<file path="config.mk">
export PLATFORM = sky130hd
export DESIGN_NAME = led_blink_duty_controller
export DESIGN_NICKNAME = d
export VERILOG_FILES = /design/src/rtl/lbdc_pkg.sv /design/src/rtl/lbdc_cfg.sv /design/src/rtl/lbdc_in_reg.sv /design/src/rtl/lbdc_core.sv /design/src/rtl/led_blink_duty_controller.sv
export SDC_FILE = /design/constraint.sdc
export NUM_CORES = 1
export LEC_CHECK = 0
export BUFFER_PORTS_ARGS = -buffer_cell sky130_fd_sc_hd__buf_2
export CORE_ASPECT_RATIO = 0.8
export CORE_MARGIN = 4
export CORE_UTILIZATION = 60
export DETAILED_ROUTE_END_ITERATION = 10
export PLACE_DENSITY = 0.77
export SYNTH_ARGS = -nofsm -noshare
export SYNTH_HDL_FRONTEND = slang
export SYNTH_SLANG_ARGS = --single-unit
</file>
<file path="constraint.sdc">
create_clock -name i_clk -period 9 [get_ports i_clk]
set_input_delay 0 -clock i_clk [delete_from_list [all_inputs] [get_ports i_clk]]
set_output_delay 0 -clock i_clk [all_outputs]
set_load 0.01 [all_outputs]
</file>
<file path="src/rtl/lbdc_pkg.sv">
`timescale 1ns / 1ps

package lbdc_pkg;

    // Field and register widths
    localparam int DUTY_BITS     = 13;
    localparam int INTERVAL_BITS = 16;
    localparam int IV_FIELD_BITS = 16;
    localparam int CNT_BITS      = 16;
    localparam int PCT_BITS      = 7;
    localparam int CFG_IDX_BITS  = 2;
    localparam int CFG_DATA_BITS = 7;

    localparam logic [DUTY_BITS-1:0] DUTY_MAX = {DUTY_BITS{1'b1}};
    localparam logic [PCT_BITS-1:0]  PCT_MAX  = 7'd100;

    // Divide-by-100 by reciprocal: exact for any dividend below 2^PROD_BITS
    localparam int PROD_BITS  = DUTY_BITS + PCT_BITS;
    localparam int DIV_SHIFT  = PROD_BITS + 7;
    localparam int RECIP_BITS = PROD_BITS + 1;
    localparam logic [63:0] DIV100_RECIP_W = ((64'd1 << DIV_SHIFT) + 64'd99) / 64'd100;
    localparam logic [RECIP_BITS-1:0] DIV100_RECIP = DIV100_RECIP_W[RECIP_BITS-1:0];

    // Register indexes
    localparam logic [CFG_IDX_BITS-1:0] CFG_ON_DUTY_PERCENT = 2'd0;
    localparam logic [CFG_IDX_BITS-1:0] CFG_LOW_ACTIVE      = 2'd1;

    typedef enum logic [1:0] {
        REQ_TICK  = 2'd0,
        REQ_OFF   = 2'd1,
        REQ_ON    = 2'd2,
        REQ_BLINK = 2'd3
    } t_req;

    typedef enum logic [1:0] {
        MODE_OFF   = 2'd0,
        MODE_ON    = 2'd1,
        MODE_BLINK = 2'd2
    } t_mode;

    typedef struct packed {
        t_req                      req;
        logic [IV_FIELD_BITS-1:0]  interval;
        logic [CNT_BITS-1:0]       count;
        logic                      unlimited;
    } t_item;

    typedef struct packed {
        logic [DUTY_BITS-1:0] duty;
        logic                 low_active;
    } t_cfg;

endpackage

</file>
<file path="src/rtl/lbdc_cfg.sv">
`timescale 1ns / 1ps

module lbdc_cfg (
    input  logic                                i_clk,
    input  logic                                i_rst_n,
    input  logic                                i_cfg_we,
    input  logic [lbdc_pkg::CFG_IDX_BITS-1:0]   i_cfg_idx,
    input  logic [lbdc_pkg::CFG_DATA_BITS-1:0]  i_cfg_data,
    output lbdc_pkg::t_cfg                      o_cfg
);

    logic [lbdc_pkg::PCT_BITS-1:0]                        w_pct;
    logic [lbdc_pkg::PROD_BITS-1:0]                       w_scaled;
    logic [lbdc_pkg::PROD_BITS+lbdc_pkg::RECIP_BITS-1:0]  w_prod;
    logic [lbdc_pkg::DUTY_BITS-1:0]                       w_duty;
    logic [lbdc_pkg::DUTY_BITS-1:0]                       r_duty;
    logic                                                 r_low_active;

    // Clamp percent, then duty = max*pct/100 with max*pct = (pct << bits) - pct
    assign w_pct    = (i_cfg_data[lbdc_pkg::PCT_BITS-1:0] > lbdc_pkg::PCT_MAX)
                    ? lbdc_pkg::PCT_MAX : i_cfg_data[lbdc_pkg::PCT_BITS-1:0];
    assign w_scaled = (lbdc_pkg::PROD_BITS'(w_pct) << lbdc_pkg::DUTY_BITS)
                    - lbdc_pkg::PROD_BITS'(w_pct);
    assign w_prod   = {{lbdc_pkg::RECIP_BITS{1'b0}}, w_scaled}
                    * {{lbdc_pkg::PROD_BITS{1'b0}}, lbdc_pkg::DIV100_RECIP};
    assign w_duty   = w_prod[lbdc_pkg::DIV_SHIFT +: lbdc_pkg::DUTY_BITS];

    // Register file; the lit duty is kept already scaled
    always_ff @(posedge i_clk) begin
        if (!i_rst_n) begin
            r_duty       <= lbdc_pkg::DUTY_MAX;
            r_low_active <= 1'b0;
        end else if (i_cfg_we) begin
            unique case (i_cfg_idx)
                lbdc_pkg::CFG_ON_DUTY_PERCENT: r_duty       <= w_duty;
                lbdc_pkg::CFG_LOW_ACTIVE:      r_low_active <= i_cfg_data[0];
                default: ;
            endcase
        end
    end

    assign o_cfg.duty       = r_duty;
    assign o_cfg.low_active = r_low_active;

endmodule

</file>
<file path="src/rtl/lbdc_in_reg.sv">
`timescale 1ns / 1ps

module lbdc_in_reg (
    input  logic            i_clk,
    input  logic            i_rst_n,
    input  logic            i_in_valid,
    input  lbdc_pkg::t_item i_item,
    input  logic            i_advance,
    output logic            o_in_stall,
    output logic            o_item_valid,
    output lbdc_pkg::t_item o_item
);

    logic            r_valid;
    lbdc_pkg::t_item r_item;

    // Hold the registered transaction while the result stage cannot move
    assign o_in_stall = r_valid && !i_advance;

    always_ff @(posedge i_clk) begin
        if (!i_rst_n) begin
            r_valid <= 1'b0;
        end else if (!o_in_stall) begin
            r_valid <= i_in_valid;
        end
    end

    always_ff @(posedge i_clk) begin
        if (!o_in_stall && i_in_valid) begin
            r_item <= i_item;
        end
    end

    assign o_item_valid = r_valid;
    assign o_item       = r_item;

endmodule

</file>
<file path="src/rtl/lbdc_core.sv">
`timescale 1ns / 1ps

module lbdc_core (
    input  logic                            i_clk,
    input  logic                            i_rst_n,
    input  logic                            i_item_valid,
    input  lbdc_pkg::t_item                 i_item,
    input  lbdc_pkg::t_cfg                  i_cfg,
    input  logic                            i_out_stall,
    output logic                            o_advance,
    output logic                            o_out_valid,
    output logic                            o_drive_active,
    output logic [lbdc_pkg::DUTY_BITS-1:0]  o_duty_ticks,
    output logic                            o_idle_level,
    output logic [1:0]                      o_mode_now
);

    localparam int IVB = lbdc_pkg::INTERVAL_BITS;

    lbdc_pkg::t_mode                r_mode,      n_mode;
    logic                           r_level,     n_level;
    logic [IVB-1:0]                 r_interval,  n_interval;
    logic [lbdc_pkg::CNT_BITS-1:0]  r_remain,    n_remain;
    logic                           r_unlimited, n_unlimited;
    logic [IVB-1:0]                 r_elapsed,   n_elapsed;

    logic                           r_out_valid;
    logic                           r_out_active;
    logic [lbdc_pkg::DUTY_BITS-1:0] r_out_duty;
    logic                           r_out_idle;
    logic [1:0]                     r_out_mode;

    logic                           w_fire;
    logic                           w_step;
    logic                           w_active;
    logic [IVB:0]                   w_elapsed_inc;
    logic [31:0]                    w_iv_ext;
    logic [IVB-1:0]                 w_iv;
    logic [lbdc_pkg::DUTY_BITS-1:0] w_duty_lit;

    // Result stage moves when empty or drained this cycle
    assign o_advance = !r_out_valid || !i_out_stall;
    assign w_fire    = i_item_valid && o_advance;

    assign w_elapsed_inc = {1'b0, r_elapsed} + (IVB + 1)'(1);
    assign w_iv_ext      = {{(32 - lbdc_pkg::IV_FIELD_BITS){1'b0}}, i_item.interval};
    assign w_iv          = w_iv_ext[IVB-1:0];

    // Next state for one transaction
    always_comb begin
        n_mode      = r_mode;
        n_level     = r_level;
        n_interval  = r_interval;
        n_remain    = r_remain;
        n_unlimited = r_unlimited;
        n_elapsed   = r_elapsed;
        w_step      = 1'b0;

        case (i_item.req)
            lbdc_pkg::REQ_TICK: begin
                if (r_mode == lbdc_pkg::MODE_BLINK) begin
                    if (w_elapsed_inc >= {1'b0, r_interval}) begin
                        n_elapsed = '0;
                        w_step    = 1'b1;
                    end else begin
                        n_elapsed = w_elapsed_inc[IVB-1:0];
                    end
                end
            end
            lbdc_pkg::REQ_OFF: begin
                n_mode = lbdc_pkg::MODE_OFF;
            end
            lbdc_pkg::REQ_ON: begin
                n_mode = lbdc_pkg::MODE_ON;
            end
            default: begin
                n_interval  = (w_iv == '0) ? IVB'(1) : w_iv;
                n_remain    = i_item.count;
                n_unlimited = i_item.unlimited;
                if (r_mode != lbdc_pkg::MODE_BLINK) begin
                    n_level = 1'b0;
                end
                n_mode    = lbdc_pkg::MODE_BLINK;
                n_elapsed = '0;
                w_step    = 1'b1;
            end
        endcase

        // Blink step: finite count exhausted drops to off, else toggle
        if (w_step) begin
            if (!n_unlimited && n_remain == '0) begin
                n_mode = lbdc_pkg::MODE_OFF;
            end else begin
                n_level = !n_level;
                if (!n_level && !n_unlimited) begin
                    n_remain = n_remain - lbdc_pkg::CNT_BITS'(1);
                end
            end
        end
    end

    assign w_active   = (n_mode == lbdc_pkg::MODE_ON)
                     || (n_mode == lbdc_pkg::MODE_BLINK && n_level);
    assign w_duty_lit = i_cfg.low_active ? (lbdc_pkg::DUTY_MAX - i_cfg.duty) : i_cfg.duty;

    // Blink state and output valid
    always_ff @(posedge i_clk) begin
        if (!i_rst_n) begin
            r_mode      <= lbdc_pkg::MODE_OFF;
            r_level     <= 1'b0;
            r_interval  <= IVB'(1);
            r_remain    <= '0;
            r_unlimited <= 1'b0;
            r_elapsed   <= '0;
            r_out_valid <= 1'b0;
        end else begin
            if (w_fire) begin
                r_mode      <= n_mode;
                r_level     <= n_level;
                r_interval  <= n_interval;
                r_remain    <= n_remain;
                r_unlimited <= n_unlimited;
                r_elapsed   <= n_elapsed;
                r_out_valid <= 1'b1;
            end else if (!i_out_stall) begin
                r_out_valid <= 1'b0;
            end
        end
    end

    // Result payload
    always_ff @(posedge i_clk) begin
        if (w_fire) begin
            r_out_active <= w_active;
            r_out_duty   <= w_active ? w_duty_lit : '0;
            r_out_idle   <= i_cfg.low_active;
            r_out_mode   <= n_mode;
        end
    end

    assign o_out_valid    = r_out_valid;
    assign o_drive_active = r_out_active;
    assign o_duty_ticks   = r_out_duty;
    assign o_idle_level   = r_out_idle;
    assign o_mode_now     = r_out_mode;

endmodule

</file>
<file path="src/rtl/led_blink_duty_controller.sv">
`timescale 1ns / 1ps
// A result is offered once its accepted input transaction has passed the input
// register, then the state update into the result register. Throughput: one
// transaction per cycle unless stalled; the blink state updates in a single pass.
// Reset (synchronous, active low): mode off, unlit, interval 1, count 0,
// duty 100 percent, high-active LED; both stages empty.

module led_blink_duty_controller (
    input  logic                                i_clk,
    input  logic                                i_rst_n,
    input  logic                                i_in_valid,
    output logic                                o_in_stall,
    input  logic [1:0]                          i_req_type,
    input  logic [lbdc_pkg::IV_FIELD_BITS-1:0]  i_blink_interval_ms,
    input  logic [lbdc_pkg::CNT_BITS-1:0]       i_blink_count,
    input  logic                                i_blink_forever,
    output logic                                o_out_valid,
    input  logic                                i_out_stall,
    output logic                                o_drive_active,
    output logic [lbdc_pkg::DUTY_BITS-1:0]      o_duty_ticks,
    output logic                                o_idle_level,
    output logic [1:0]                          o_mode_now,
    input  logic                                i_cfg_we,
    input  logic [lbdc_pkg::CFG_IDX_BITS-1:0]   i_cfg_idx,
    input  logic [lbdc_pkg::CFG_DATA_BITS-1:0]  i_cfg_data
);

    lbdc_pkg::t_item w_in_item;
    lbdc_pkg::t_item w_item;
    lbdc_pkg::t_cfg  w_cfg;
    logic            w_item_valid;
    logic            w_advance;

    assign w_in_item.req       = lbdc_pkg::t_req'(i_req_type);
    assign w_in_item.interval  = i_blink_interval_ms;
    assign w_in_item.count     = i_blink_count;
    assign w_in_item.unlimited = i_blink_forever;

    // Configuration registers and lit duty
    lbdc_cfg u_cfg (
        .i_clk      (i_clk),
        .i_rst_n    (i_rst_n),
        .i_cfg_we   (i_cfg_we),
        .i_cfg_idx  (i_cfg_idx),
        .i_cfg_data (i_cfg_data),
        .o_cfg      (w_cfg)
    );

    // Input register
    lbdc_in_reg u_in_reg (
        .i_clk        (i_clk),
        .i_rst_n      (i_rst_n),
        .i_in_valid   (i_in_valid),
        .i_item       (w_in_item),
        .i_advance    (w_advance),
        .o_in_stall   (o_in_stall),
        .o_item_valid (w_item_valid),
        .o_item       (w_item)
    );

    // Blink state machine and result register
    lbdc_core u_core (
        .i_clk          (i_clk),
        .i_rst_n        (i_rst_n),
        .i_item_valid   (w_item_valid),
        .i_item         (w_item),
        .i_cfg          (w_cfg),
        .i_out_stall    (i_out_stall),
        .o_advance      (w_advance),
        .o_out_valid    (o_out_valid),
        .o_drive_active (o_drive_active),
        .o_duty_ticks   (o_duty_ticks),
        .o_idle_level   (o_idle_level),
        .o_mode_now     (o_mode_now)
    );

endmodule

</file>
---- Word level (Yosys, flattened, before mapping) ----
Cells that the tools add are included.
word-level totals
  register bits after elaboration ......... 120
  bits in latches ......................... 0
  RAM bits ................................ 0
  bits in read-only memories .............. 0
  input bits .............................. 49
  output and inout port bits .............. 19
  logic and storage cells ................. 83
  memories ................................ 0
cells by class
  $add $sub $neg .......................... 4
  $mul .................................... 1
  div/mod/pow operators ................... 0
  magnitude comparators ................... 2
  eq/ne operators ......................... 9
  shifts and indexed selects .............. 0
  multiplexer cells ....................... 23
  bitwise operators ....................... 2
  reduce and logical (&&, ||, !) cells .... 24
operators by type and width
  cell                                                                    number
  16-bit 2-to-1 mux                                                       7
  20-bit by 20-bit multiplier with 39-bit output (second input constant)  1
  16-bit zero test                                                        2
  16-bit case mux with 2 select lines                                     1
  20-bit by 7-bit subtractor with 20-bit output                           1
  16-bit by 1-bit adder with 17-bit output (second input constant)        1
  17-bit by 16-bit >= comparator with 1-bit output                        1
  16-bit by 1-bit subtractor with 16-bit output (second input constant)   1
  13-bit 2-to-1 mux                                                       1
  13-bit subtractor (first input constant)                                1
  1-bit 2-to-1 mux                                                        9
  7-bit greater-than comparator (second input constant)                   1
  7-bit 2-to-1 mux                                                        1
  2-bit by 1-bit equality test with 1-bit output (second input constant)  3
  2-bit equality test (second input constant)                             3
  1-bit logical AND                                                       6
  1-bit zero test                                                         6
  2-bit case mux with 3 select lines                                      1
  2-bit AND reduction                                                     3
  2-bit zero test                                                         2
  2-bit 2-to-1 mux                                                        2
  2-bit by 1-bit != test with 1-bit output (second input constant)        2
  3-bit AND reduction                                                     1
  3-bit OR reduction                                                      1
  other kinds (5)                                                         7

---- Longest topological paths before layout ----
Gate-level depths: netlist of run 1.
  word-level depth ........................ 10
  gate-level depth with buffers ........... 34
  gate-level depth less buffers ........... 33

---- Cells and area by module ----
A second synthesis of run 1 with hierarchy kept.
unflattened totals
  cell total of the unflattened synthesis .. 1444
  area total of the unflattened synthesis .. 13633.1 µm²
by module, submodules not included
  module       times used  cells each  area each (µm²)  sequential area each (µm²)
  lbdc_cfg     1           853         8102.8           280.3
  lbdc_core    1           552         4431.8           1571.5
  lbdc_in_reg  1           39          1098.6           1071.0

---- Least setup slack after synthesis of run 1 ----
Ideal clock, no wire load.
  path type ............................... input -> register
  from .................................... input port i_cfg_data[6] (netlist name)
  to ...................................... register u_cfg.r_duty[6] (netlist name)
  setup time .............................. 0.120 ns
  arrival ................................. 8.059 ns
  data required time ...................... 8.880 ns
  slack ................................... 0.821 ns
  cell stages on the path ................. 29
  buffers on the path ..................... 1
  cell sequence ........................... clkbuf_2 -> nand2_1 -> o21ai_0 -> ha_1 -> or3b_4 -> or2_4 -> nor3_4 -> inv_2 -> nand2_1 -> xnor2_1 -> ha_1 -> inv_1 -> fa_1 -> fa_1 -> inv_1 -> fa_1 -> fa_1 -> fa_1 -> fa_1 -> ha_1 -> a21oi_1 -> a211oi_1 -> a221oi_1 -> o21ai_2 -> a31oi_4 -> o21ai_1 -> o21ai_0 -> a211oi_1 -> a211o_1
between the ends
  cells in the longest elaborated chain, start to end .. 4
RTL lines
  element                                           line                             source
  start: declaration                                led_blink_duty_controller.sv:25  input logic [lbdc_pkg::CFG_DATA_BITS-1:0] i_cfg_data
  7-bit greater-than comparator                     lbdc_cfg.sv:20                   assign w_pct = (i_cfg_data[lbdc_pkg::PCT_BITS-1:0] > lbdc_pkg::PCT_MAX)
  7-bit 2-to-1 mux *                                lbdc_cfg.sv:21                   ? lbdc_pkg::PCT_MAX : i_cfg_data[lbdc_pkg::PCT_BITS-1:0];
  20-bit by 7-bit subtractor with 20-bit output *   lbdc_cfg.sv:23                   - lbdc_pkg::PROD_BITS'(w_pct);
  20-bit by 20-bit multiplier with 39-bit output *  lbdc_cfg.sv:25                   * {{lbdc_pkg::PROD_BITS{1'b0}}, lbdc_pkg::DIV100_RECIP};
  end signal: assignment                            lbdc_cfg.sv:31                   r_duty <= lbdc_pkg::DUTY_MAX;
  end signal: assignment                            lbdc_cfg.sv:35                   lbdc_pkg::CFG_ON_DUTY_PERCENT: r_duty <= w_duty;
  end: declaration                                  lbdc_cfg.sv:16                   logic [lbdc_pkg::DUTY_BITS-1:0] r_duty;
Every way passes the cells marked *; elsewhere a longest branch is shown, timed or not.
A chain may end at the register's enable or synchronous reset.

---- Worst setup path in the final report of run 1 ----
  from .................................... input port i_cfg_data[0] (netlist name)
  to ...................................... register u_cfg.r_duty[12] (netlist name)
The elaborated chain is that of the path after synthesis.

==> metrics.sh, run 1 <==
YS_ASYNC_SR_FRACTION_PCT=0
SYNTH_MUX_AREA_SHARE_PCT=1.684
SETUP_TOTAL_NEGATIVE_SLACK_NS=0
SYNTH_SIMPLE_GATE_AREA_SHARE_PCT=11.15
CTS_SETUP_BUFFERS=0
SYNTH_ADDER_AREA_SHARE_PCT=41.29
YS_DOMINANT_REG_CELL='sky130_fd_sc_hd__dfxtp_1'
WORST_PATH_LARGEST_CELL_DELAY_NS=0.68
CLOCK_TREE.HTREE_LEVEL_COUNT=4
PATH_CLASS='input port to register'
DETAIL_ROUTE.FIRST_PASS.ITERATIONS=5
POSTSYNTHREGISTERBITS=120
FINAL.FILL_COUNT=1632
START_KIND='input port'
VIAS_PER_CELL=5.653
IO_PINS=68
RSZ_0062_RAISED_AFTER_GLOBAL_ROUTING='false'
MULTIINPUTGATEAREA_MM2=0.009331
GR-TOTAL-OVERFLOW=0
CRITICAL_PATH_PEAK_FANOUT=17
SYN_AVG_CELL_AREA_UM2=9.502
SHARE_OF_FINAL_LAYOUT_STANDARD_CELLS_STRONGER_THAN_DRIVE_STRENGTH_1_PCT=9.701
INSERTION_DELAY_NS=0.42
DRT_ITER0_DRC=932
SETUP_CRIT_END_KIND='register'
HOLD_WS_NS=0.2779
FINAL_MAX_SLEW_VIOL_COUNT=0
SYNTH_XOR_XNOR_AREA_SHARE_PCT=4.136
GRT_MAX_DEGREE=51
FINALCRITPERIODSHARE_PCT=89.61
INITIAL_UTILIZATION_PCT=61.85
SYN2LAYOUT_AREA_GROWTH_PCT=12.49
GR-USAGE-ALL-LAYERS_PCT=27.64
HOLD_PATH.CLASS='input port to register'
SETUP_VIOL_COUNT_FINAL=0
DETAILEDPLACEMENTHPWL_MM=26.02
NUMBER_OF_ENABLE_TYPE_REGISTER_CELLS_IN_THE_SYNTHESIZED_NETLIST=52
ANTENNA_CELLS=0
DRV.MAX_CAP_VIOLATION_COUNT=0
CTS_HOLD_BUF=41
DRCVIOLATIONCOUNT=0
FINALWORSTPATHREQUIREDPERIOD_NS=8.065
CLOCK_TREE.BUFFER_DEPTH=2
CLOCK_TREE.ROOT_CELL='sky130_fd_sc_hd__clkbuf_16'
CTS_CLK_PIN_SLEW_WORST_PATHS_NS=0.06
CTS_TREE='built'
FULL_DIE_AREA_MM2=0.02502
FIRST_GLOBAL_VIAS=10420
FINCLKSKEW_NS=0.009119
CTS_MADE_BUFFERS=17
POSTROUTEWIRELENGTH_MM=33.29
WORST_EP_ARRIVAL_TIME_NS=8.38
TIGHTEST_SLEW_NS=1.154
CORE.ROWCOUNT=48
RELSLEWSLACK_PCT=22.35
UNIQUE_CELL_TYPE_COUNT_IN_THE_YOSYS_NETLIST=84
GRT_PASS1_WL_MM=54.35
MOST-COMMON-LAYOUT-CELLS='289 x sky130_fd_sc_hd__inv_1, 227 x sky130_fd_sc_hd__ha_1, 137 x sky130_fd_sc_hd__fa_1'
CLOCK-SINKS=120
POST_ROUTE_STANDARD_CELL_AREA_EXCLUDING_FILLERS_MM2=0.01521
CP.REQUIRED_NS=9.31
SYNTH_COMPOUND_GATE_AREA_SHARE_PCT=10.70
OUTCOME='finished clean'
CHIPHEIGHT_UM=142.3
ANTENNA_LEFT=0
CRITICAL-PATH-SLOWEST-CELL='sky130_fd_sc_hd__fa_1'
DPL-INSTANCE-AREA_MM2=0.01414
LAYOUT_COMMONEST_CELL='sky130_fd_sc_hd__inv_1'
NETS=1937
GRT_ANTENNA_BEFORE_REPAIR=0
SYNTH_NETS=1836
DIEWIDTH_UM=175.8
GLOBALPLACE.CONGESTION=1.026
FINAL_HOLD_VIOLATING_ENDPOINTS=0
VIA_COUNT=10380
TIMING.FMAX_MHz=124.0
LARGEST_FAMILY_OF_LOGIC_CELLS_BY_SYNTHESIZED_AREA='adder cells'
YOSYSWARNINGS=0
SYNTH_CELLS=1423
CRITICAL-PATH-TOP-CELL-BY-COUNT='sky130_fd_sc_hd__fa_1'
SYN_AREA_MM2=0.01352
PORT_BUFFERS=67
POST_CTS.RESIZED_INSTANCES=0
SEQ_AREA_FRAC_SYNTH_PCT=21.62
DRT-WIRELENGTH-PER-CELL_UM=18.13
REGAREA_MM2=0.002923
DESIGN.CORE.AREA_MM2=0.02186
==> cell usage after synthesis, types with 4 or more instances <==
library cell,number,area [µm²]
sky130_fd_sc_hd__or2_2,5,31.28
sky130_fd_sc_hd__mux2i_1,18,180.2
sky130_fd_sc_hd__a21oi_1,73,365.4
sky130_fd_sc_hd__nand3_1,26,130.1
sky130_fd_sc_hd__edfxtp_1,52,1562
sky130_fd_sc_hd__xnor2_1,43,376.6
sky130_fd_sc_hd__a31oi_1,9,56.30
sky130_fd_sc_hd__nor2b_1,14,87.58
sky130_fd_sc_hd__a21o_1,11,82.58
sky130_fd_sc_hd__nand4_1,4,25.02
sky130_fd_sc_hd__nor2_1,80,300.3
sky130_fd_sc_hd__and2_1,4,25.02
sky130_fd_sc_hd__nand3b_1,11,82.58
sky130_fd_sc_hd__inv_1,289,1085
sky130_fd_sc_hd__nand2_1,95,356.6
sky130_fd_sc_hd__dfxtp_1,68,1361
sky130_fd_sc_hd__a211oi_1,10,75.07
sky130_fd_sc_hd__buf_2,4,20.02
sky130_fd_sc_hd__or3_1,5,31.28
sky130_fd_sc_hd__nor3b_1,5,37.54
sky130_fd_sc_hd__o211ai_1,11,82.58
sky130_fd_sc_hd__nand2b_1,6,37.54
sky130_fd_sc_hd__ha_1,227,2840
sky130_fd_sc_hd__fa_1,137,2743
sky130_fd_sc_hd__and3_1,9,56.30
sky130_fd_sc_hd__xor2_1,19,166.4
sky130_fd_sc_hd__clkbuf_1,25,93.84
sky130_fd_sc_hd__o21ai_0,40,200.2
sky130_fd_sc_hd__o21a_1,10,75.07
sky130_fd_sc_hd__nor4_1,8,50.05
sky130_fd_sc_hd__nor3_1,15,75.07
==> cell type report <==
| class | count | area share [%] |
|---|---|---|
| Tap cell | 300 | 2.468 |
| Clock buffer | 21 | 3.233 |
| Clock inverter | 10 | 1.086 |
| Inverter | 292 | 7.206 |
| Sequential cell | 120 | 19.22 |
| Timing Repair Buffer | 119 | 5.445 |
| Multi-Input combinational cell | 974 | 61.35 |
==> final timing paths <==
kind / from / end / slack (ns) / cells past startpoint
worst max-delay path: i_cfg_data[0] / u_cfg.r_duty[12]$_SDFFE_PN1P_ / 0.94 / 31
worst min-delay path: i_blink_count[7] / u_in_reg.o_item[8]$_DFFE_PP_ / 0.28 / 2
worst max register to register: u_core.r_elapsed[0]$_SDFFE_PN0P_ / u_core.r_elapsed[3]$_SDFFE_PN0P_ / 4.21 / 15
worst min register to register: u_core.r_remain[15]$_SDFFE_PN0P_ / u_core.r_remain[15]$_SDFFE_PN0P_ / 0.46 / 2
==> worst max-delay path: cells and delay by family <==
kind,cells,cell delay (ns)
compound gates,7,1.35
buf+inv,5,1.20
simple gates,9,1.88
mux,1,0.43
fa+ha+maj,8,3.44
xor+xnor,1,0.09
==> per-stage QoR <==
step | utilization, % | cells | worst slack [ns]
6_report | 69.58 | 1836 | 0.9353
5_1_grt | 69.58 | 1836 | 0.5203
4_1_cts | 69.58 | 1836 | 1.040
3_5_place_dp | 64.70 | 1764 | 0.6541
3_3_place_gp | 64.70 | 1764 | 0.7596
2_1_floorplan | - | 1423 | 0.8215
==> flip-flops by register name (all words and copies together) (netlist names) <==
signal	cells
u_cfg.r_duty	13
u_cfg.r_low_active	1
u_core.o_drive_active	1
u_core.o_duty_ticks	13
u_core.o_idle_level	1
u_core.o_mode_now	2
u_core.o_out_valid	1
u_core.r_elapsed	16
u_core.r_interval	16
u_core.r_level	1
u_core.r_mode	2
u_core.r_remain	16
u_core.r_unlimited	1
u_in_reg.o_item	35
u_in_reg.o_item_valid	1
==> logic make-up after synthesis <==
logic type               after synthesis
AO/OA/AOI/OAI                        219
XOR/XNOR                              63
adder cells (fa/ha/maj)              364
buffers and inverters                329
flip-flops                           120
multiplexers                          22
AND/OR/NAND/NOR                      306
==> routing by layer <==
metal	track usage [%]	share of wire [%]
met1	41.09	47
met2	38.94	41
met3	10.62	11
met4	5.004	1.4
met5	0	0
Power of run 1 is left out: the tool's default activity adds up to more than one toggle a clock period on the data nets, which glitch-free logic cannot reach.
==> inputs of run 2 (changes only) <==
==> constraint.sdc (replaced) <==
create_clock -name i_clk -period 9.5 [get_ports i_clk]
set_input_delay 0 -clock i_clk [delete_from_list [all_inputs] [get_ports i_clk]]
set_output_delay 0 -clock i_clk [all_outputs]
set_load 0.01 [all_outputs]
==> run 2 against run 1 <==
Net effect: die area unchanged; non-clock buffer count down 1; count of clock-buffer cells in the layout down 3; first-iteration DRC count up 9.4%; sequential share of layout area about the same; clock skew up 0.0016 ns; critical path depth up 1; sequential cell count unchanged; via count down 0.18%; final area down 0.12%; critical path type unchanged.
==> metrics.sh, run 2 (synthesis gave the netlist of run 1 again) <==
OUTCOME='finished clean'
WL_MET1_MM=15.62  # -0.36%
CP.REQUIRED_NS=9.81  # +0.50 ns
CLOCK_TREE.BUFFER_DEPTH=2  # unchanged
CRITICAL_PATH_PEAK_FANOUT=17  # unchanged
CRITPATHTOPFAMILY='adder cells'
SYN2LAYOUT_AREA_GROWTH_PCT=12.36
GR-USAGE-ALL-LAYERS_PCT=28.11  # +0.46 points
CTS_TREE='built'
VIAS_PER_CELL=5.642  # -0.18%
CHIPHEIGHT_UM=142.3  # unchanged
GLOBALPLACE.CONGESTION=0.9743  # -5.0%
WL_MET3_MM=3.456  # -5.8%
GRT_PASS1_WL_MM=55.34  # +1.8%
RSZ_0062_RAISED_AFTER_GLOBAL_ROUTING='false'
DRT_ITER0_DRC=1020  # +9.4%
LAYOUT_COMMONEST_CELL='sky130_fd_sc_hd__inv_1'
TIMING.FMAX_MHz=118.7
SETUP_TOTAL_NEGATIVE_SLACK_NS=0  # unchanged
INITIAL_UTILIZATION_PCT=61.85  # unchanged
MOST-COMMON-LAYOUT-CELLS='289 x sky130_fd_sc_hd__inv_1, 227 x sky130_fd_sc_hd__ha_1, 137 x sky130_fd_sc_hd__fa_1'
HOLD_PATH.CLASS='input port to register'
IO_PINS=68  # unchanged
DRV.MAX_CAP_VIOLATION_COUNT=0  # unchanged
CTS_MADE_BUFFERS=17  # unchanged
GR-TOTAL-OVERFLOW=0  # unchanged
GRT_MAX_DEGREE=51  # unchanged
CORE.ROWCOUNT=48  # unchanged
POST_ROUTE_STANDARD_CELL_AREA_EXCLUDING_FILLERS_MM2=0.01519  # -0.12%
VIA_COUNT=10360  # -0.18%
INSERTION_DELAY_NS=0.42  # about the same
WORST-PATH-BUF-INV=7  # +2
NETS=1936  # -0.052%
FINISH.UTILIZATION_PCT=69.50  # -0.080 points
FINAL_MAX_SLEW_VIOL_COUNT=0  # unchanged
PATH_CLASS='input port to register'
AMOUNT_OF_WIRE_ON_MET2_AFTER_DETAILED_ROUTING_MM=13.68  # +1.4%
WORST_EP_ARRIVAL_TIME_NS=8.73  # +0.35 ns
WORST_PATH_LARGEST_CELL_DELAY_NS=0.62  # -0.06 ns
DIEWIDTH_UM=175.8  # unchanged
DRT-WIRELENGTH-PER-CELL_UM=18.04  # -0.49%
ANTENNA_LEFT=0  # unchanged
DRCVIOLATIONCOUNT=0  # unchanged
SETUP_VIOL_COUNT_FINAL=0  # unchanged
CLOCK-SINKS=120  # unchanged
DPL-INSTANCE-AREA_MM2=0.01415  # about the same
CLOCK_TREE.ROOT_CELL='sky130_fd_sc_hd__clkbuf_16'
LARGEST_REG_FLOPS=35  # unchanged
CRITICAL-PATH-TOP-CELL-BY-COUNT='sky130_fd_sc_hd__fa_1'
TIGHTEST_SLEW_NS=1.086  # -0.06802 ns
CTS_CLK_PIN_SLEW_WORST_PATHS_NS=0.06  # about the same
HIGHEST_LAYER='met4'
SHARE_OF_FINAL_LAYOUT_STANDARD_CELLS_STRONGER_THAN_DRIVE_STRENGTH_1_PCT=9.831  # +0.13 points
POSTROUTEWIRELENGTH_MM=33.13  # -0.49%
RELSLEWSLACK_PCT=26.93  # +4.6 points
FULL_DIE_AREA_MM2=0.02502  # unchanged
DETAILEDPLACEMENTHPWL_MM=25.99  # about the same
START_KIND='input port'
CRITICAL-PATH-SLOWEST-CELL='sky130_fd_sc_hd__fa_1'
DETAIL_ROUTE.FIRST_PASS.ITERATIONS=5  # unchanged
GRT_ANTENNA_BEFORE_REPAIR=0  # unchanged
FINAL_HOLD_VIOLATING_ENDPOINTS=0  # unchanged
FINALWORSTPATHREQUIREDPERIOD_NS=8.426
FINALCRITPERIODSHARE_PCT=88.69
FINAL.FILL_COUNT=1671  # +2.4%
CLOCK_TREE.HTREE_LEVEL_COUNT=4  # unchanged
PORT_BUFFERS=67  # unchanged
FINCLKSKEW_NS=0.01073  # +0.001616 ns
SETUP_CRIT_END_KIND='register'
FIRST_GLOBAL_VIAS=10550  # +1.2%
ANTENNA_CELLS=0  # unchanged
DESIGN.CORE.AREA_MM2=0.02186  # unchanged
HOLD_WS_NS=0.03982  # -0.2381 ns
## run 2: repair_timing
action | CTS | global route
endpoints found under the hold margin | 45 | 0
endpoints found under the setup margin | 0 | 0
setup buffers | 0 | 0
hold buffers | 39 | 0
gates resized for setup | 0 | 0
## run 2: final timing paths
path / start / depth (start not counted) / to / slack, ns
setup / recovery: i_cfg_data[5] / 32 / u_cfg.r_duty[6]$_SDFFE_PN1P_ / 1.07
hold / removal: i_cfg_idx[1] / 4 / u_cfg.r_low_active$_SDFFE_PN0P_ / 0.04
setup reg to reg: u_core.r_elapsed[0]$_SDFFE_PN0P_ / 16 / u_core.r_elapsed[2]$_SDFFE_PN0P_ / 4.62
hold reg to reg: u_core.r_interval[10]$_SDFFE_PN0P_ / 2 / u_core.r_interval[10]$_SDFFE_PN0P_ / 0.45
## run 2: cell type report
type	instances	area (µm²)	area share, %
Multi-Input combinational cell	974	9331	61.42
Sequential cell	120	2923	19.24
Inverter	292	1096	7.214
Timing Repair Buffer	118	815.8	5.369
Clock buffer	18	429.2	2.825
Tap cell	300	375.4	2.471
Clock inverter	14	222.7	1.466
## run 2: per-layer routing
metal	vias to the layer above	track usage [%]
met4	0	4.922
li1	4912	-
met5	-	0
met3	44	8.552
met1	5003	42.76
met2	400	40.26
## run 2: stage by stage
stage | cells | worst slack (ns)
2_1_floorplan | 1423 | 1.321
3_3_place_gp | 1765 | 0.9613
3_5_place_dp | 1765 | 0.8201
4_1_cts | 1836 | 1.192
5_1_grt | 1836 | 0.6500
6_report | 1836 | 1.074
## run 2: tightest hold or removal path: cells and delay by family
kind          cells  cell delay, ns
buf+inv           1            0.08
mux               1            0.09
simple gates      2            0.25
Power of run 2 is left out for the same reason.
==> inputs of run 3 (changes only) <==
--- a/config.mk
+++ b/config.mk
@@ -5,12 +5,13 @@
 export SDC_FILE = /design/constraint.sdc
 export NUM_CORES = 1
 export LEC_CHECK = 0
+export ABC_AREA = 1
 export BUFFER_PORTS_ARGS = -buffer_cell sky130_fd_sc_hd__buf_2
 export CORE_ASPECT_RATIO = 0.8
 export CORE_MARGIN = 4
-export CORE_UTILIZATION = 60
+export CORE_UTILIZATION = 58
 export DETAILED_ROUTE_END_ITERATION = 10
-export PLACE_DENSITY = 0.77
+export PLACE_DENSITY = 0.75
 export SYNTH_ARGS = -nofsm -noshare
 export SYNTH_HDL_FRONTEND = slang
 export SYNTH_SLANG_ARGS = --single-unit
==> run 3 against run 2 <==
Net effect: global-route usage is 0.27 points higher; count of clock-buffer cells in the layout is 1 higher; core utilization is 3.9 points lower; synthesized area is 5.9% higher; sequential share of layout area is 0.90 points lower; clock skew is 0.0023 ns lower; synthesized cell count is 24% higher.
==> metrics.sh, run 3 <==
OUTCOME='finished clean'
FINALCRITPERIODSHARE_PCT=79.17  # -9.5 points
WORST_PATH_LARGEST_CELL_DELAY_NS=0.61  # about the same
LARGEST_REG_FLOPS=35  # unchanged
SETUP_TOTAL_NEGATIVE_SLACK_NS=0  # unchanged
CLOCK_TREE.BUFFER_DEPTH=2  # unchanged
FINALWORSTPATHREQUIREDPERIOD_NS=7.521  # -0.9043 ns
VIAS_PER_CELL=5.364  # -4.9%
CLOCK_TREE.HTREE_LEVEL_COUNT=4  # unchanged
DETAILEDPLACEMENTHPWL_MM=29.84  # +15%
R2R_END='u_core.r_elapsed[3]$_SDFFE_PN0P_'
PATH_CLASS='input port to register'
POST_ROUTE_STANDARD_CELL_AREA_EXCLUDING_FILLERS_MM2=0.01594  # +4.9%
POSTROUTEWIRELENGTH_MM=37.41  # +13%
DRT-WIRELENGTH-PER-CELL_UM=17.09  # -5.3%
CHIPHEIGHT_UM=148.5  # +4.4%
RSZ_0062_RAISED_AFTER_GLOBAL_ROUTING='false'
YS_DOMINANT_REG_CELL='sky130_fd_sc_hd__dfxtp_1'
TIGHTEST_SLEW_NS=1.231  # +0.1450 ns
MULTIINPUTGATEAREA_MM2=0.009679  # +3.7%
MOST-COMMON-LAYOUT-CELLS='412 x sky130_fd_sc_hd__inv_1, 270 x sky130_fd_sc_hd__nand2_1, 227 x sky130_fd_sc_hd__ha_1'
GLOBALPLACE.CONGESTION=0.9708  # -0.36%
CLOCK_TREE.ROOT_CELL='sky130_fd_sc_hd__clkbuf_16'
MIN_FROM='i_out_stall'
REGAREA_MM2=0.002923  # unchanged
CTS_MADE_BUFFERS=17  # unchanged
SYNTH_NETS=2171  # +18%
SYN_AVG_CELL_AREA_UM2=8.146  # -14%
PORT_BUFFERS=67  # unchanged
FINCLKSKEW_NS=0.008421  # -0.002313 ns
YOSYSTOPAREACELLSHARE_PCT=19.83  # -1.2 points
HOLD_PATH_END='u_core.o_out_valid$_SDFFE_PN0P_'
SETUP_VIOL_COUNT_FINAL=0  # unchanged
RELSLEWSLACK_PCT=17.81  # -9.1 points
ANTENNA_LEFT=0  # unchanged
VIA_COUNT=11740  # +13%
WORST-R2R-CELL-COUNT=16  # unchanged
NUMBER_OF_ENABLE_TYPE_REGISTER_CELLS_IN_THE_SYNTHESIZED_NETLIST=52  # unchanged
SETUP_CRIT_END_KIND='register'
INSERTION_DELAY_NS=0.42  # about the same
FINAL_HOLD_VIOLATING_ENDPOINTS=0  # unchanged
HOLD_PATH.CLASS='input port to register'
DPL-INSTANCE-AREA_MM2=0.01496  # +5.7%
UNIQUE_CELL_TYPE_COUNT_IN_THE_YOSYS_NETLIST=47  # -44%
WORST-PATH-BUF-INV=5  # -2
POST_SYNTH_MOST_FREQUENT_CELLS='413 x sky130_fd_sc_hd__inv_1, 270 x sky130_fd_sc_hd__nand2_1, 227 x sky130_fd_sc_hd__ha_1, 137 x sky130_fd_sc_hd__fa_1, 131 x sky130_fd_sc_hd__nor2_1'
TIMING.FMAX_MHz=133.0  # +12%
GRT_PASS1_WL_MM=61.27  # +11%
INITIAL_UTILIZATION_PCT=58.90  # -3.0 points
ANTENNA_CELLS=0  # unchanged
FINAL.FILL_COUNT=2044  # +22%
REG2REG_SLACK_NS=5.16  # +0.54 ns
CRITPATHTOPFAMILY='adder cells'
POSTSYNTHREGISTERBITS=120  # unchanged
FINAL_MAX_SLEW_VIOL_COUNT=0  # unchanged
CRITICAL-PATH-SLOWEST-CELL='sky130_fd_sc_hd__fa_1'
CORE.ROWCOUNT=51  # +6.3%
SHARE_OF_FINAL_LAYOUT_STANDARD_CELLS_STRONGER_THAN_DRIVE_STRENGTH_1_PCT=7.910  # -1.9 points
DRCVIOLATIONCOUNT=0  # unchanged
DRV.MAX_CAP_VIOLATION_COUNT=0  # unchanged
IO_PINS=68  # unchanged
CLOCK-SINKS=120  # unchanged
YS_ASYNC_SR_FRACTION_PCT=0  # unchanged
POST_CTS.RESIZED_INSTANCES=0  # unchanged
CRITICAL_PATH_PEAK_FANOUT=15  # -2
NETS=2271  # +17%
DIEWIDTH_UM=183.7  # +4.5%
SYNTH.MOST_COMMON_CELL='sky130_fd_sc_hd__inv_1'
CP.REQUIRED_NS=9.81  # about the same
CTS_TREE='built'
LAYOUT_COMMONEST_CELL='sky130_fd_sc_hd__inv_1'
SYN_AREA_MM2=0.01432  # +5.9%
GLOBALROUTEMET1UTIL_PCT=43.17  # +0.42 points
SYN2LAYOUT_AREA_GROWTH_PCT=11.32
HOLD_WS_NS=0.06111  # +0.02129 ns
GR-USAGE-MET3_PCT=6.528  # -2.0 points
SYNTH_CELLS=1758  # +24%
DRT_ITER0_DRC=1033  # +1.3%
YOSYSTOPAREACELL='sky130_fd_sc_hd__ha_1'
GR-TOTAL-OVERFLOW=0  # unchanged
CRITICAL-PATH-TOP-CELL-BY-COUNT='sky130_fd_sc_hd__fa_1'
DETAIL_ROUTE.FIRST_PASS.ITERATIONS=7  # +2
FULL_DIE_AREA_MM2=0.02728  # +9.1%
SEQ_AREA_FRAC_SYNTH_PCT=20.41  # -1.2 points
GRT_ANTENNA_BEFORE_REPAIR=0  # unchanged
START_KIND='input port'
CTS_CLK_PIN_SLEW_WORST_PATHS_NS=0.06  # about the same
GRT_UTIL_MET2_PCT=41.92  # +1.7 points
FIRST_GLOBAL_VIAS=11760  # +11%
GRT_MAX_DEGREE=66  # +29%
WORST_EP_ARRIVAL_TIME_NS=7.83  # -0.90 ns
FINAL_CRITICAL_PATH_SETUP_SLACK_NS=1.979  # +0.9043 ns
DESIGN.CORE.AREA_MM2=0.02431  # +11%
DETAILEDPLACE.WORSTSLACK_NS=1.589  # +0.7686 ns
TIMING.HOLD.WORST_PATH_DEPTH=3  # -1
GR-USAGE-ALL-LAYERS_PCT=28.37  # +0.27 points
YOSYSWARNINGS=0  # unchanged
R2R_START='u_core.r_elapsed[0]$_SDFFE_PN0P_'
GLOBAL_ROUTE.PEAK_USAGE_LAYER='met1'
SYNTH.AREA.TOP_CELLS='sky130_fd_sc_hd__ha_1 20%, sky130_fd_sc_hd__fa_1 19%, sky130_fd_sc_hd__edfxtp_1 11%'
==> run 3: cell count changes in the layout (fill, tap and decap cells not counted), sizes merged, moves of 11 or more <==
cell	before	now
a21oi	77	105
nand2	97	283
nor2	82	137
nor2b	14	0
nand3	26	37
o21ai	47	79
xnor2	44	24
inv	292	424
mux2i	19	3
xor2	19	30
==> run 3: cells by family (layout without fill, tap and decap cells) <==
kind of cell	count (synthesis)	after routing	share of synthesized area, %
fa+ha+maj	364	364	38.99
simple gates	525	525	15.63
mux	3	3	0.2097
xor+xnor	54	54	3.434
flops	120	120	20.41
compound gates	237	237	9.297
buf+inv	455	568	12.03
==> run 3: how the worst max path moves through the flow <==
stage	start	to	depth (start not counted)
after global placement	i_cfg_data[6]	u_cfg.r_duty[10]$_SDFFE_PN1P_	33
after global routing	i_cfg_data[6]	u_cfg.r_duty[12]$_SDFFE_PN1P_	32
after CTS	i_cfg_data[6]	u_cfg.r_duty[12]$_SDFFE_PN1P_	32
after detailed placement	i_cfg_data[6]	u_cfg.r_duty[12]$_SDFFE_PN1P_	32
after floorplan	i_cfg_data[2]	u_cfg.r_duty[8]$_SDFFE_PN1P_	31
final	i_cfg_data[6]	u_cfg.r_duty[12]$_SDFFE_PN1P_	32
==> run 3: repair_timing <==
| action | in CTS | in global routing |
|---|---|---|
| endpoints found under the setup margin | 0 | 0 |
| buffers inserted | 0 | 0 |
| hold buffers | 39 | 0 |
| endpoints found under the hold margin | 40 | 0 |
==> run 3: cell type report <==
type,instances,area share (%)
tap,318,2.496
multi-input combinational,1183,60.72
sequential,120,18.33
timing repair buffer,110,4.741
clock inverter,13,0.9654
clock buffer,19,2.716
inverter,426,10.03
==> run 3: worst min-delay path: cells and delay by family <==
kind	cells	cell delay [ns]
buffers and inverters	1	0.10
and+or+nand+nor	1	0.17
AOI/OAI and AO/OA	1	0.14
==> run 3: through the flow <==
stage | cells | utilization, %
finish | 2189 | 65.57
detailed placement | 2118 | 61.55
floorplan | 1758 | -
global placement | 2118 | 61.55
global route | 2189 | 65.57
CTS | 2189 | 65.57
==> run 3: metal layers <==
metal	part of all wire, %	wire length [µm]	vias up
met5	0	0	-
met4	1.2	440	0
met3	8.3	3099	39
met2	43	15930	413
met1	48	17950	5531
li1	-	-	5758
Power of run 3 is left out for the same reason.
